**config.mk**
```make
export PLATFORM = sky130hd
export DESIGN_NAME = ffm_dist
export DESIGN_NICKNAME = d
export VERILOG_FILES = /design/src/farthest_from_mean_color_finder_macros.svh /design/src/ffm_pkg.sv /design/src/ffm_dist.sv
export SDC_FILE = /design/constraint.sdc
export NUM_CORES = 1
export LEC_CHECK = 0
export BUFFER_PORTS_ARGS = -buffer_cell sky130_fd_sc_hd__buf_2
export CORE_MARGIN = 1
export CORE_UTILIZATION = 55
export DETAILED_ROUTE_END_ITERATION = 10
export PLACE_DENSITY = 0.73
export SYNTH_ARGS = -nofsm -noshare
export SYNTH_HDL_FRONTEND = slang
export SYNTH_SLANG_ARGS = --single-unit
```
**constraint.sdc**
```tcl
create_clock -name clk -period 8.17 [get_ports clk]
set_input_delay 0.817 -clock clk [delete_from_list [all_inputs] [get_ports clk]]
set_output_delay 0.817 -clock clk [all_outputs]
set_load 0.05 [all_outputs]
```
**src/farthest_from_mean_color_finder_macros.svh**
```systemverilog
// Assertion macros shared by the color finder RTL
`ifndef FARTHEST_FROM_MEAN_COLOR_FINDER_MACROS_SVH
`define FARTHEST_FROM_MEAN_COLOR_FINDER_MACROS_SVH

// Same-cycle implication, disabled in reset
`define FFM_ASSERT_IMP(label, ante, cons, msg) \
  label: assert property (@(posedge clk) disable iff (rst) (ante) |-> (cons)) \
    else $error(msg);

// Next-cycle implication, disabled in reset
`define FFM_ASSERT_NXT(label, ante, cons, msg) \
  label: assert property (@(posedge clk) disable iff (rst) (ante) |=> (cons)) \
    else $error(msg);

`endif

```
**src/ffm_pkg.sv**
```systemverilog
// Types and constants of the farthest-from-mean color finder
package ffm_pkg;

  localparam int CH_W       = 8;
  localparam int CFG_W      = 11;
  localparam int COL_OUT_W  = 10;
  localparam int ROW_OUT_W  = 9;
  localparam int SQ_W       = 2 * CH_W;
  localparam int DIST_W     = 18;
  localparam int DIV_STEPS  = CH_W;

  localparam logic [CFG_W-1:0] WIDTH_RESET = 11'd640;

  // channel select for the shared divider
  localparam logic [1:0] CH_R = 2'd0;
  localparam logic [1:0] CH_G = 2'd1;
  localparam logic [1:0] CH_B = 2'd2;

  typedef struct packed {
    logic [CH_W-1:0] red;
    logic [CH_W-1:0] green;
    logic [CH_W-1:0] blue;
  } px_t;

  typedef struct packed {
    logic            busy;
    logic            done;
    logic [CH_W-1:0] quot;
  } div_rsp_t;

  typedef enum logic [3:0] {
    ST_LOAD  = 4'b0001,
    ST_DIV   = 4'b0010,
    ST_SCAN  = 4'b0100,
    ST_DRAIN = 4'b1000
  } state_t;

endpackage

```
**src/ffm_dist.sv**
```systemverilog
// Squared color distance to the mean: registered squares, summed on the way out
module ffm_dist (
  input  logic                       clk,
  input  logic                       rst,
  input  logic                       in_valid,
  input  ffm_pkg::px_t               px,
  input  ffm_pkg::px_t               mean,
  output logic                       out_valid,
  output logic [ffm_pkg::DIST_W-1:0] distance
);

  logic [ffm_pkg::CH_W-1:0] ad_r, ad_g, ad_b;
  logic [ffm_pkg::SQ_W-1:0] sq_r, sq_g, sq_b;

  function automatic logic [ffm_pkg::CH_W-1:0] abs_diff(
    input logic [ffm_pkg::CH_W-1:0] a,
    input logic [ffm_pkg::CH_W-1:0] b
  );
    return (a > b) ? a - b : b - a;
  endfunction

  always_comb begin
    ad_r = abs_diff(mean.red,   px.red);
    ad_g = abs_diff(mean.green, px.green);
    ad_b = abs_diff(mean.blue,  px.blue);
  end

  always_ff @(posedge clk) begin
    if (rst) begin
      out_valid <= 1'b0;
    end else begin
      out_valid <= in_valid;
    end
  end

  always_ff @(posedge clk) begin
    if (in_valid) begin
      sq_r <= ffm_pkg::SQ_W'(ad_r) * ffm_pkg::SQ_W'(ad_r);
      sq_g <= ffm_pkg::SQ_W'(ad_g) * ffm_pkg::SQ_W'(ad_g);
      sq_b <= ffm_pkg::SQ_W'(ad_b) * ffm_pkg::SQ_W'(ad_b);
    end
  end

  // max 3*255^2 fits the 18-bit distance
  assign distance = ffm_pkg::DIST_W'(sq_r) + ffm_pkg::DIST_W'(sq_g) + ffm_pkg::DIST_W'(sq_b);

endmodule

```
[Word level (Yosys, flattened, before mapping)]
Index checks and enable logic that the tools add are counted.
Word-level totals
  register bits after elaboration: 49
  input port bits: 51
  output and inout port bits: 19
  word-level logic and storage cells: 21
Cells by class
  add/subtract/negate cells: 8
  multiply operators: 3
  $lt $le $gt $ge: 3
  muxes and demuxes: 3
Operators with widths (number)
  $mul A8 B8 Y16: 3
  $sub A8 B8 Y8: 6
  $gt A8 B8 Y1: 3
  $mux W8: 3
  $add A17 B16 Y18: 1
  $add A16 B16 Y17: 1

[Longest topological paths before layout]
  word-level depth: 3
  gate-level depth with buffers: 27
  mapped depth without buffers: 26

[Worst setup path after synthesis]
No wires, ideal clock.
  kind: input-to-reg
  start point: in mean[16] in the netlist's numbering
  end point: reg sq_r[12] in the netlist's numbering, data pin
  library setup time: 0.272 ns
  arrival time: 6.330 ns
  data required time: 7.898 ns
  setup slack: 1.568 ns
  stages on the path: 26
  path buffers: 1
  cell sequence: inv_1 -> ha_1 -> inv_1 -> fa_1 -> a21o_1 -> a221oi_4 -> a21oi_4 -> mux2i_1 -> xnor2_1 -> buf_2 -> nor2_1 -> inv_1 -> fa_1 -> inv_1 -> fa_1 -> inv_1 -> fa_1 -> fa_1 -> inv_1 -> ha_1 -> inv_1 -> nor2_1 -> o31a_1 -> o22ai_1 -> and4b_1 -> or4b_1
Between the ends
  word-level cells in the longest chain between the ends: 3
  elaborated cells on any way between the ends: 5
  those cells by class: add/sub: 2; mul: 1; order compare: 1; mux: 1
RTL lines
  start: declaration: line ffm_dist.sv:7  | input ffm_pkg::px_t mean,
  $sub A8 B8 Y8 or $gt A8 B8 Y1 (tied branches): line ffm_dist.sv:19  | return (a > b) ? a - b : b - a;
  $mux W8 *: line ffm_dist.sv:19
  $mul A8 B8 Y16 *: line ffm_dist.sv:38  | sq_r <= ffm_pkg::SQ_W'(ad_r) * ffm_pkg::SQ_W'(ad_r);
  end signal: assignment: line ffm_dist.sv:38
  end: declaration: line ffm_dist.sv:13  | logic [ffm_pkg::SQ_W-1:0] sq_r, sq_g, sq_b;
Every way passes the cells marked *; elsewhere a longest branch is shown, timed or not.
A chain may end at the register's enable or synchronous reset.

[Worst setup path after layout]
Ends and elaborated chain as after synthesis.

==> qor.csv <==
stage;metric;value;unit
clock_tree;hold_buf cts;0;
cells_and_area;area of the multi-input gates;0.007101;mm²
run;max cap viols;0;
timing;min Tclk post-route;6.899;ns
critical_path;Worst EP arrival;6.92;ns
clock_tree;Setup Fix Bufs, Post-CTS;0;
timing;Final period util;84.44;%
logic_synthesis;asr flop ratio synth;0;%
global_routing;number of global-route vias before repair;6759;
critical_path;CP max-delay cell;or4b_1;
timing;Hold Vio Cnt, Final;0;
clock_tree;H-Tree Depth;2;
critical_path;crit start category;input port;
critical_path;Critical Path RT;8.19;ns
logic_synthesis;#FFs+latches synth;46;
floorplanning;Core ar.;0.01658;mm²
cells_and_area;layout cells sized above 1;12.35;%
timing;setup TNS;0;ns
timing;Final Setup Violations;0;
critical_path;critical path class;input port to register;
critical_path;WP buf/inv;6;
routing;total number of vias;6794;
clock_tree;post-CTS sizing;0;
critical_path;Most Frequent Cell on Critical Path;inv_1;
cells_and_area;nets@finish;1357;
global_routing;initial antenna violation count;0;
floorplanning;Vert. Die Dim;132.4;µm
placed_design;hpwl dp;14370;µm
global_routing;GRT Overall Usage;20.77;%
logic_synthesis;Main synth FF type;edfxtp_1;
cells_and_area;Diodes inserted;0;
clock_tree;clk sink count;46;
clock_tree;CTS tree;yes;
critical_path;CP max stage delay;0.52;ns
clock_tree;clock slew at reported path FFs;0.06;ns
timing;FMAX;0.1449;GHz
floorplanning;die width;132.4;µm
global_routing;largest net degree at the start of global routing;47;
logic_synthesis;cell area after synthesis;0.009349;mm²
floorplanning;I/O Pins;70;
routing;drt pass-1 iters;5;
placed_design;I/O Buffers;69;
cells_and_area;fill count;1475;
global_routing;GRT overflow;0;
global_routing;global-route wire length before repair;30330;µm
logic_synthesis;Netlist cell types;67;
critical_path;Critical Path Fanout Max;9;
routing;post-route ant nets;0;
routing;WL/cell;13.13;µm
hold_path;Hold Path Class;input port to register;
logic_synthesis;Post-Syn Area per Cell;9.377;µm²
logic_synthesis;Gate Count Post-Synth;997;
clock_tree;cts bufs inserted;5;
routing;Via density;5.304;
placed_design;routability-driven placement congestion ratio;0.8378;
timing;Max Transition Viols Final;0;
floorplanning;Die ar.;0.01752;mm²
status;status;finished, final reports clean;
clock_tree;CTS root buf;clkbuf_16;
timing;RSZ-0062 raised after global routing;false;
cells_and_area;synth-to-layout area growth;7.241;%
logic_synthesis;Yosys warning count;0;
critical_path;CP top delay family;adder cells;
routing;initial DRC count;378;
timing;Slew @ Worst Pin;1.000;ns
cells_and_area;sequential cell area;0.001371;mm²
routing;Routed WL;16820;µm
routing;DRC;0;
critical_path;critical path capture point type;register;
floorplanning;Rows;47;
logic_synthesis;Post-synth EDFFs;45;
timing;Max transition margin;33.32;%
floorplanning;starting density of the core;56.38;%
clock_tree;Clock Tree Buf Depth;2;
logic_synthesis;register area share after synthesis;14.67;%
==> cell type report <==
cell class	instances	share of cell area (%)
Clock buffer	5	1.248
Tap cell	220	2.746
Clock inverter	3	0.1622
Sequential cell	46	13.68
Timing Repair Buffer	74	3.819
Inverter	201	7.525
Multi-Input combinational cell	732	70.82
==> state kept, by name, indices dropped and copies added, names as in the netlist <==
| name | cells |
|---|---|
| sq_g | 15 |
| out_valid | 1 |
| sq_r | 15 |
| sq_b | 15 |
==> synthesized netlist by cell type, drive strengths merged (3+ instances only) <==
cell type / count / share of area [%]
nor2b: 5 / 0.33
o21a: 6 / 0.48
o2bb2ai: 3 / 0.35
ha: 149 / 20
o22ai: 5 / 0.33
a21oi: 64 / 3.9
nor3: 13 / 0.70
xnor2: 51 / 5.4
nand3: 3 / 0.16
buf: 14 / 1.2
xor2: 25 / 3.1
a31o: 3 / 0.28
nand3b: 8 / 0.64
or2: 19 / 1.3
a211oi: 4 / 0.32
edfxtp: 45 / 14
and4: 4 / 0.37
nor2: 102 / 4.3
and3: 4 / 0.32
a221oi: 5 / 0.84
o21ai: 21 / 1.1
fa: 97 / 21
a21o: 32 / 2.6
o31a: 3 / 0.28
nand2: 30 / 1.2
nor4b: 3 / 0.28
nand4: 9 / 0.67
nand2b: 10 / 0.67
clkbuf: 6 / 0.24
o21bai: 6 / 0.48
mux2i: 19 / 2.5
inv: 201 / 8.1
a31oi: 8 / 0.70
==> final timing paths <==
| kind | slack (ns) | to | startpoint | depth (start not counted) |
|---|---|---|---|---|
| worst max-delay path | 1.27 | sq_r[12]$_DFFE_PP_ | mean[16] | 25 |
| worst min-delay path | 0.69 | out_valid$_SDFF_PP0_ | rst | 2 |
==> stage by stage <==
step           setup slack (ns)  hold slack, ns  utilization (%)  cells  instance area (µm²)
2_1_floorplan             1.568          0.8886                -    999                 9356
4_1_cts                   1.289          0.6881            60.46   1281                10030
3_5_place_dp              1.005          0.9817            59.60   1273                 9884
3_3_place_gp              1.114          0.9748            59.60   1273                 9884
5_1_grt                  0.7904          0.6850            60.46   1281                10030
6_report                  1.271          0.6888            60.46   1281                10030
==> cell families after synthesis <==
kind of cell    Yosys count  synth area share [%]
xor+xnor                 76                 8.485
other cells               1               0.04011
mux                      19                 2.476
compound gates          171                 12.67
flops                    46                 14.67
simple gates            217                 11.48
buf+inv                 221                 9.462
fa+ha+maj               246                 40.71
==> routing by layer <==
layer  routed length, µm  track usage, %
met1                7886           28.55
met4                 203           3.321
met3                 473           2.038
met5                   0               0
met2                8254           36.05
==> placed cells by master (no fill, tap or decap), drive strengths merged, types with 6 or more instances in the layout <==
| cell type | n |
|---|---|
| a21o | 32 |
| nand3b | 8 |
| edfxtp | 45 |
| nand4 | 9 |
| fa | 97 |
| xnor2 | 51 |
| nand2b | 10 |
| o21bai | 6 |
| inv | 201 |
| o21a | 6 |
| a21oi | 64 |
| nor3 | 13 |
| or2 | 19 |
| a31oi | 8 |
| nor2 | 102 |
| xor2 | 25 |
| buf | 74 |
| nand2 | 30 |
| ha | 149 |
| o21ai | 21 |
| mux2i | 19 |
Power is left out: the tool's default activity adds up to more than one toggle a clock period on the data nets, which glitch-free logic cannot reach.
