$ cat src/farthest_from_mean_color_finder_macros.svh
// Assertion macros shared by the color finder RTL
`ifndef FARTHEST_FROM_MEAN_COLOR_FINDER_MACROS_SVH
`define FARTHEST_FROM_MEAN_COLOR_FINDER_MACROS_SVH

// Same-cycle implication, disabled in reset
`define FFM_ASSERT_IMP(label, ante, cons, msg) \
  label: assert property (@(posedge clk) disable iff (rst) (ante) |-> (cons)) \
    else $error(msg);

// Next-cycle implication, disabled in reset
`define FFM_ASSERT_NXT(label, ante, cons, msg) \
  label: assert property (@(posedge clk) disable iff (rst) (ante) |=> (cons)) \
    else $error(msg);

`endif

$ cat src/ffm_pkg.sv
// Types and constants of the farthest-from-mean color finder
package ffm_pkg;

  localparam int CH_W       = 8;
  localparam int CFG_W      = 11;
  localparam int COL_OUT_W  = 10;
  localparam int ROW_OUT_W  = 9;
  localparam int SQ_W       = 2 * CH_W;
  localparam int DIST_W     = 18;
  localparam int DIV_STEPS  = CH_W;

  localparam logic [CFG_W-1:0] WIDTH_RESET = 11'd640;

  // channel select for the shared divider
  localparam logic [1:0] CH_R = 2'd0;
  localparam logic [1:0] CH_G = 2'd1;
  localparam logic [1:0] CH_B = 2'd2;

  typedef struct packed {
    logic [CH_W-1:0] red;
    logic [CH_W-1:0] green;
    logic [CH_W-1:0] blue;
  } px_t;

  typedef struct packed {
    logic            busy;
    logic            done;
    logic [CH_W-1:0] quot;
  } div_rsp_t;

  typedef enum logic [3:0] {
    ST_LOAD  = 4'b0001,
    ST_DIV   = 4'b0010,
    ST_SCAN  = 4'b0100,
    ST_DRAIN = 4'b1000
  } state_t;

endpackage

$ cat src/ffm_div.sv
// Shift-subtract divider, one quotient bit per cycle, quotient known < 2^CH_W
module ffm_div #(
  parameter int DVD_W = 30
) (
  input  logic                clk,
  input  logic                rst,
  input  logic                start,
  input  logic [DVD_W-1:0]    dividend,
  input  logic [DVD_W-1:0]    divisor,
  output ffm_pkg::div_rsp_t   rsp
);

  localparam int STEP_W = (ffm_pkg::DIV_STEPS > 1) ? $clog2(ffm_pkg::DIV_STEPS) : 1;

  logic [DVD_W-1:0]         rem;
  logic [DVD_W-1:0]         den;
  logic [ffm_pkg::CH_W-1:0] quot;
  logic [STEP_W-1:0]        step;
  logic                     busy;
  logic                     done;
  logic                     ge;
  logic                     last_step;

  assign ge        = rem >= den;
  assign last_step = step == STEP_W'(ffm_pkg::DIV_STEPS - 1);

  always_ff @(posedge clk) begin
    if (rst) begin
      busy <= 1'b0;
      done <= 1'b0;
    end else begin
      done <= busy && last_step;
      if (start) begin
        busy <= 1'b1;
      end else if (busy && last_step) begin
        busy <= 1'b0;
      end
    end
  end

  always_ff @(posedge clk) begin
    if (start) begin
      rem  <= dividend;
      den  <= divisor << (ffm_pkg::DIV_STEPS - 1);
      quot <= '0;
      step <= '0;
    end else if (busy) begin
      rem  <= ge ? rem - den : rem;
      den  <= den >> 1;
      quot <= {quot[ffm_pkg::CH_W-2:0], ge};
      step <= step + STEP_W'(1);
    end
  end

  assign rsp.busy = busy;
  assign rsp.done = done;
  assign rsp.quot = quot;

endmodule

$ cat config.mk
export PLATFORM = sky130hd
export DESIGN_NAME = ffm_div
export DESIGN_NICKNAME = d
export VERILOG_FILES = /design/src/farthest_from_mean_color_finder_macros.svh /design/src/ffm_pkg.sv /design/src/ffm_div.sv
export SDC_FILE = /design/constraint.sdc
export NUM_CORES = 1
export LEC_CHECK = 0
export ABC_AREA = 1
export ABC_CLOCK_PERIOD_IN_PS = 3400
export BUFFER_PORTS_ARGS = -buffer_cell sky130_fd_sc_hd__buf_4
export CAP_MARGIN = 20
export CELL_PAD_IN_SITES_DETAIL_PLACEMENT = 1
export CELL_PAD_IN_SITES_GLOBAL_PLACEMENT = 2
export CORE_ASPECT_RATIO = 0.5
export CORE_MARGIN = 8
export CORE_UTILIZATION = 32
export CTS_BUF_LIST = sky130_fd_sc_hd__clkbuf_8 sky130_fd_sc_hd__clkbuf_16
export CTS_CLUSTER_DIAMETER = 60
export CTS_CLUSTER_SIZE = 30
export DETAILED_ROUTE_END_ITERATION = 12
export HOLD_SLACK_MARGIN = 0.02
export PLACE_DENSITY_LB_ADDON = 0.12
export SETUP_SLACK_MARGIN = 0.02
export SLEW_MARGIN = 20
export SYNTH_ARGS = -nofsm -noshare
export SYNTH_HDL_FRONTEND = slang
export SYNTH_SLANG_ARGS = --single-unit
$ cat constraint.sdc
create_clock -name clk -period 3.4 [get_ports clk]
set_input_delay 0.17 -clock clk [delete_from_list [all_inputs] [get_ports clk]]
set_output_delay 0.17 -clock clk [all_outputs]
set_load 0.1 [all_outputs]
Word-level counts from Yosys, hierarchy flattened
Index checks and enable logic that the tools add are counted.

Add/subtract/negate cells: 2. Multiplexer cells: 7. Reduce and logical (&&, ||, !) cells: 5. Equal/unequal tests: 1. Order comparisons: 1.

Operator list (number): two-way mux 30 bit (5); greater-or-equal comparator 30 bit (1); subtractor 30 bit (1); nonzero test 2 bit (3); adder 3 x 1 -> 3 bit (second input constant) (1); equality test 3 bit (second input constant) (1); two-way mux 1 bit (2); AND reduction 2 bit (1); logical AND 1 bit (1).

Output and inout bits: 10. Input port bits: 63. Logic and storage cells: 23. Bits in registers: 73.

Longest topological paths before layout
Word-level depth: 4. Depth in mapped cells: 14. Mapped depth without buffers: 14.

Worst setup path after synthesis
Ideal clock, no wire load.

Path kind: register to register. From: register rem[0]. To: register rem[0], enable pin. Setup slack: 694 ps. Stages on the path, launching flop included: 15. Clock period less this slack: 2706 ps. Buffers on the path: 0. Data required time: 3013 ps. Library setup time: 387 ps. Arrival time: 2319 ps. Path through: edfxtp_1 > inv_1 > ha_1 > fa_1 > inv_1 > nand3_1 > nand3_2 > nand2_1 > nand2_1 > nand2_1 > nand2_1 > nand3_1 > nand2_1 > nand2_1 > nand2_1.

Cells in the longest elaborated chain, start to end: 3.

Ends and longest elaborated chain: start, declared (line ffm_div.sv:15) `logic [DVD_W-1:0] rem;`; start signal, assigned (line ffm_div.sv:43) `rem <= dividend;`; start signal, assigned (line ffm_div.sv:48) `rem <= ge ? rem - den : rem;`; greater-or-equal comparator 30 bit (line ffm_div.sv:24) `assign ge = rem >= den;`; nonzero test 2 bit (no source line); AND reduction 2 bit (no source line).

Every way passes these cells. A chain may end at the register's enable or synchronous reset.

Final worst setup path
From: register rem[0]. To: register rem[20], enable pin.

The elaborated chain is that of the path after synthesis.

==> results.tsv <==
stage	metric	value	unit
worst_hold_path	cell count of the worst hold path	3	
floorplan	Core Region	16200	sq um
floorplan	die width	197	um
sta	Worst-Margin Slew	684	ps
pwr	P_sw	1.53	mW
sta	post-route clock skew	10.7	ps
cts	Post-CTS Setup Bufs	0	
synthesis	sequential element share of the synthesized area	38.1	%
final_layout	fillcell total	2086	
grt	initial antenna violation count	0	
synthesis	Synth area leader	edfxtp_1	
sta	Final Max Tran Viols	0	
worst_hold_path	hold endpoint	den[29]	
synthesis	ranking of synthesized cells by area	edfxtp_1, nand2_1, inv_1	
synthesis	Mapped Area	5230	sq um
critical_path	R2R Path End	rem[20]	
detailed_routing	first drt pass iteration count	5	
final_layout	final antenna diode count	0	
final_layout	Register Area	1990	sq um
sta	RSZ-0062 raised after global routing	false	
grt	largest net degree at the start of global routing	64	
pwr	IR drop worst, VDD	0.316	mV
sta	setup TNS	0	ps
placed_design	dpl cell area	5990	sq um
detailed_routing	DR iter-0 viols	202	
detailed_routing	Vias/cell	4.66	
cts	Skew-Pair Late Insertion Delay	340	ps
floorplan	Die H	106	um
final_layout	Final Instance Area	6310	sq um
placed_design	dpl hpwl	13200	um
synthesis	Post-synth ARST share	0	%
pwr	sequential share of power	30.8	%
cts	clock root buffer	clkbuf_16	
synthesis	Yosys Warn Count	0	
floorplan	I/O pin total	73	
cts	Sink Count	73	
critical_path	crit start category	flop	
grt	GRT Util Overall	16.2	%
cts	Num CTS Buffers	9	
cts	CTS tree	done	
critical_path	required time worst endpoint	3420	ps
job	total of max-cap violations	0	
detailed_routing	post-route ant nets	0	
critical_path	WP data arrival	2730	ps
pwr	clock power share	27.0	%
synthesis	Syn Nets	853	
critical_path	critical path type	flop to flop	
pwr	Leak	3.21	nW
critical_path	r2r startpoint	rem[0]	
synthesis	Syn Area/Cell	6.91	sq um
cts	clock tree buffer depth	2	
sta	Tcrit/Tclk final	79.8	%
outcome	outcome	finished clean	
synthesis	Gate Count Post-Synth	757	
synthesis	Yosys cell types	36	
final_layout	fraction of layout cells with a size suffix above 1	13.6	%
detailed_routing	DRC Markers	0	
floorplan	die footprint	21000	sq um
critical_path	Critical Path End Type	flop	
synthesis	number of synthesized register bits	73	
cts	Resized Gates After CTS	0	
worst_hold_path	HP Start	divisor[22]	
sta	FMAX	369	MHz
critical_path	Setup crit start	rem[0]	
synthesis	post-synth top area share	30.4	%
final_layout	area delta synth->final	20.5	%
critical_path	R2R cell count	15	
grt	Overflow after GRT	0	
placed_design	port bufs	65	
detailed_routing	DR vias	4927	
worst_hold_path	hold crit path type	primary input to flop	
grt	first-pass GRT wire length	27100	um
synthesis	Synth Flop Type	edfxtp_1	
sta	Worst slew margin	54.4	%
sta	Tmin final	2710	ps
synthesis	number of synthesized flops with an enable pin	53	
grt	vias in the first global route	5120	
cts	clock transition at the registers of the reported paths	70	ps
pwr	Pint	2.18	mW
pwr	Power Density	588	nW/um^2
sta	setup violators final	0	
detailed_routing	routed wire length	16700	um
critical_path	FF-to-FF setup slack	690	ps
pwr	sw frac	41.2	%
final_layout	area of the multi-input gates	2660	sq um
placed_design	RD Place Congestion	0.850	
floorplan	Initial Util	32.3	%
detailed_routing	WL per Instance	15.8	um
sta	final hold violations	0	
pwr	combinational fraction of design power	42.2	%
cts	H-tree depth	3	
critical_path	largest fanout on the critical path	30	
final_layout	number of nets in the layout	921	
floorplan	Rows	33	
critical path, stage by stage (launching register included):
cell and delay, ps:
edfxtp_1 330, inv_1 40, ha_1 240, fa_1 370
inv_1 120, nand3_1 100, nand3_2 120, nand2_1 60
nand2_1 150, nand2_1 70, nand2_1 120, nand3_1 90
nand2_1 140, nand2_1 60, nand2_1 100, buf_12 230
metal layers:
| metal | track usage (%) | up-vias | routed length [um] |
|---|---|---|---|
| met3 | 3.03 | 7 | 602 |
| li1 | - | 2519 | - |
| met1 | 24.5 | 2345 | 9200 |
| met4 | 2.40 | 0 | 81 |
| met2 | 23.6 | 56 | 6790 |
| met5 | 0 | - | 0 |
how the worst max path moves through the flow:
stage	end	cells after the start	slack [ps]
global placement	rem[18]	15	750
detailed placement	rem[17]	15	710
floorplan	rem[0]	14	690
CTS	rem[18]	15	680
global route	rem[20]	15	490
finish	rem[20]	15	690
cell type report:
type / instances / area share [%]
multi-input combinational: 532 / 42.1
sequential: 73 / 31.6
timing repair buffer: 72 / 8.81
inverter: 137 / 8.15
tap: 227 / 4.50
clock buffer: 10 / 3.97
clock inverter: 6 / 0.873
per-stage QoR:
step           std cells  utilization [%]  power (mW)  worst slack [ps]  hold slack, ps
2_1_floorplan        757                -        2.25               694             242
4_1_cts             1057             39.0        3.75               679            84.4
5_1_grt             1057             39.0        4.01               493            84.8
3_3_place_gp        1040             37.0        2.70               751             341
6_report            1057             39.0        3.71               687            92.6
3_5_place_dp        1040             37.0        2.73               707             343
timing repair:
item / CTS / global route
endpoints found under the hold margin: 2 / 0
hold buffers: 1 / 0
endpoints found under the setup margin: 0 / 0
cell usage after synthesis, types with 6 or more instances:
library cell,n
nand3_1,44
edfxtp_1,53
nor2_1,44
o22ai_1,11
o21ai_0,34
nand2_2,9
dfxtp_1,20
inv_1,137
nand2_1,287
nand4_1,6
a21oi_1,23
ha_1,32
state kept, by name, indices dropped and copies added (netlist names):
name  count
busy      1
den      30
done      1
quot      8
rem      30
step      3
power by group through the flow:
stage	clock network, mW	logic (mW)	registers [mW]
2_1_floorplan	0	1.08	1.17
3_3_place_gp	0	1.54	1.16
3_5_place_dp	0	1.57	1.16
4_1_cts	1.03	1.58	1.14
5_1_grt	1.06	1.79	1.15
6_report	1.00	1.57	1.14
kinds of logic after synthesis:
logic type | synth area share (%)
buffers and inverters | 11.2
AO/OA/AOI/OAI | 8.63
AND/OR/NAND/NOR | 33.1
flip-flops | 38.1
XOR/XNOR | 1.00
adder cells (fa/ha/maj) | 8.03
cell usage in the layout, fill, tap and decap left out, types with 6 or more instances in the layout:
master	count
inv_1	137
ha_1	32
nand3_1	44
o21ai_0	34
buf_4	70
edfxtp_1	53
nand2_2	9
dfxtp_1	20
nand2_1	287
o22ai_1	11
nor2_1	44
nand4_1	6
a21oi_1	23
clkbuf_16	10
Power figures use the tool's default switching activity.
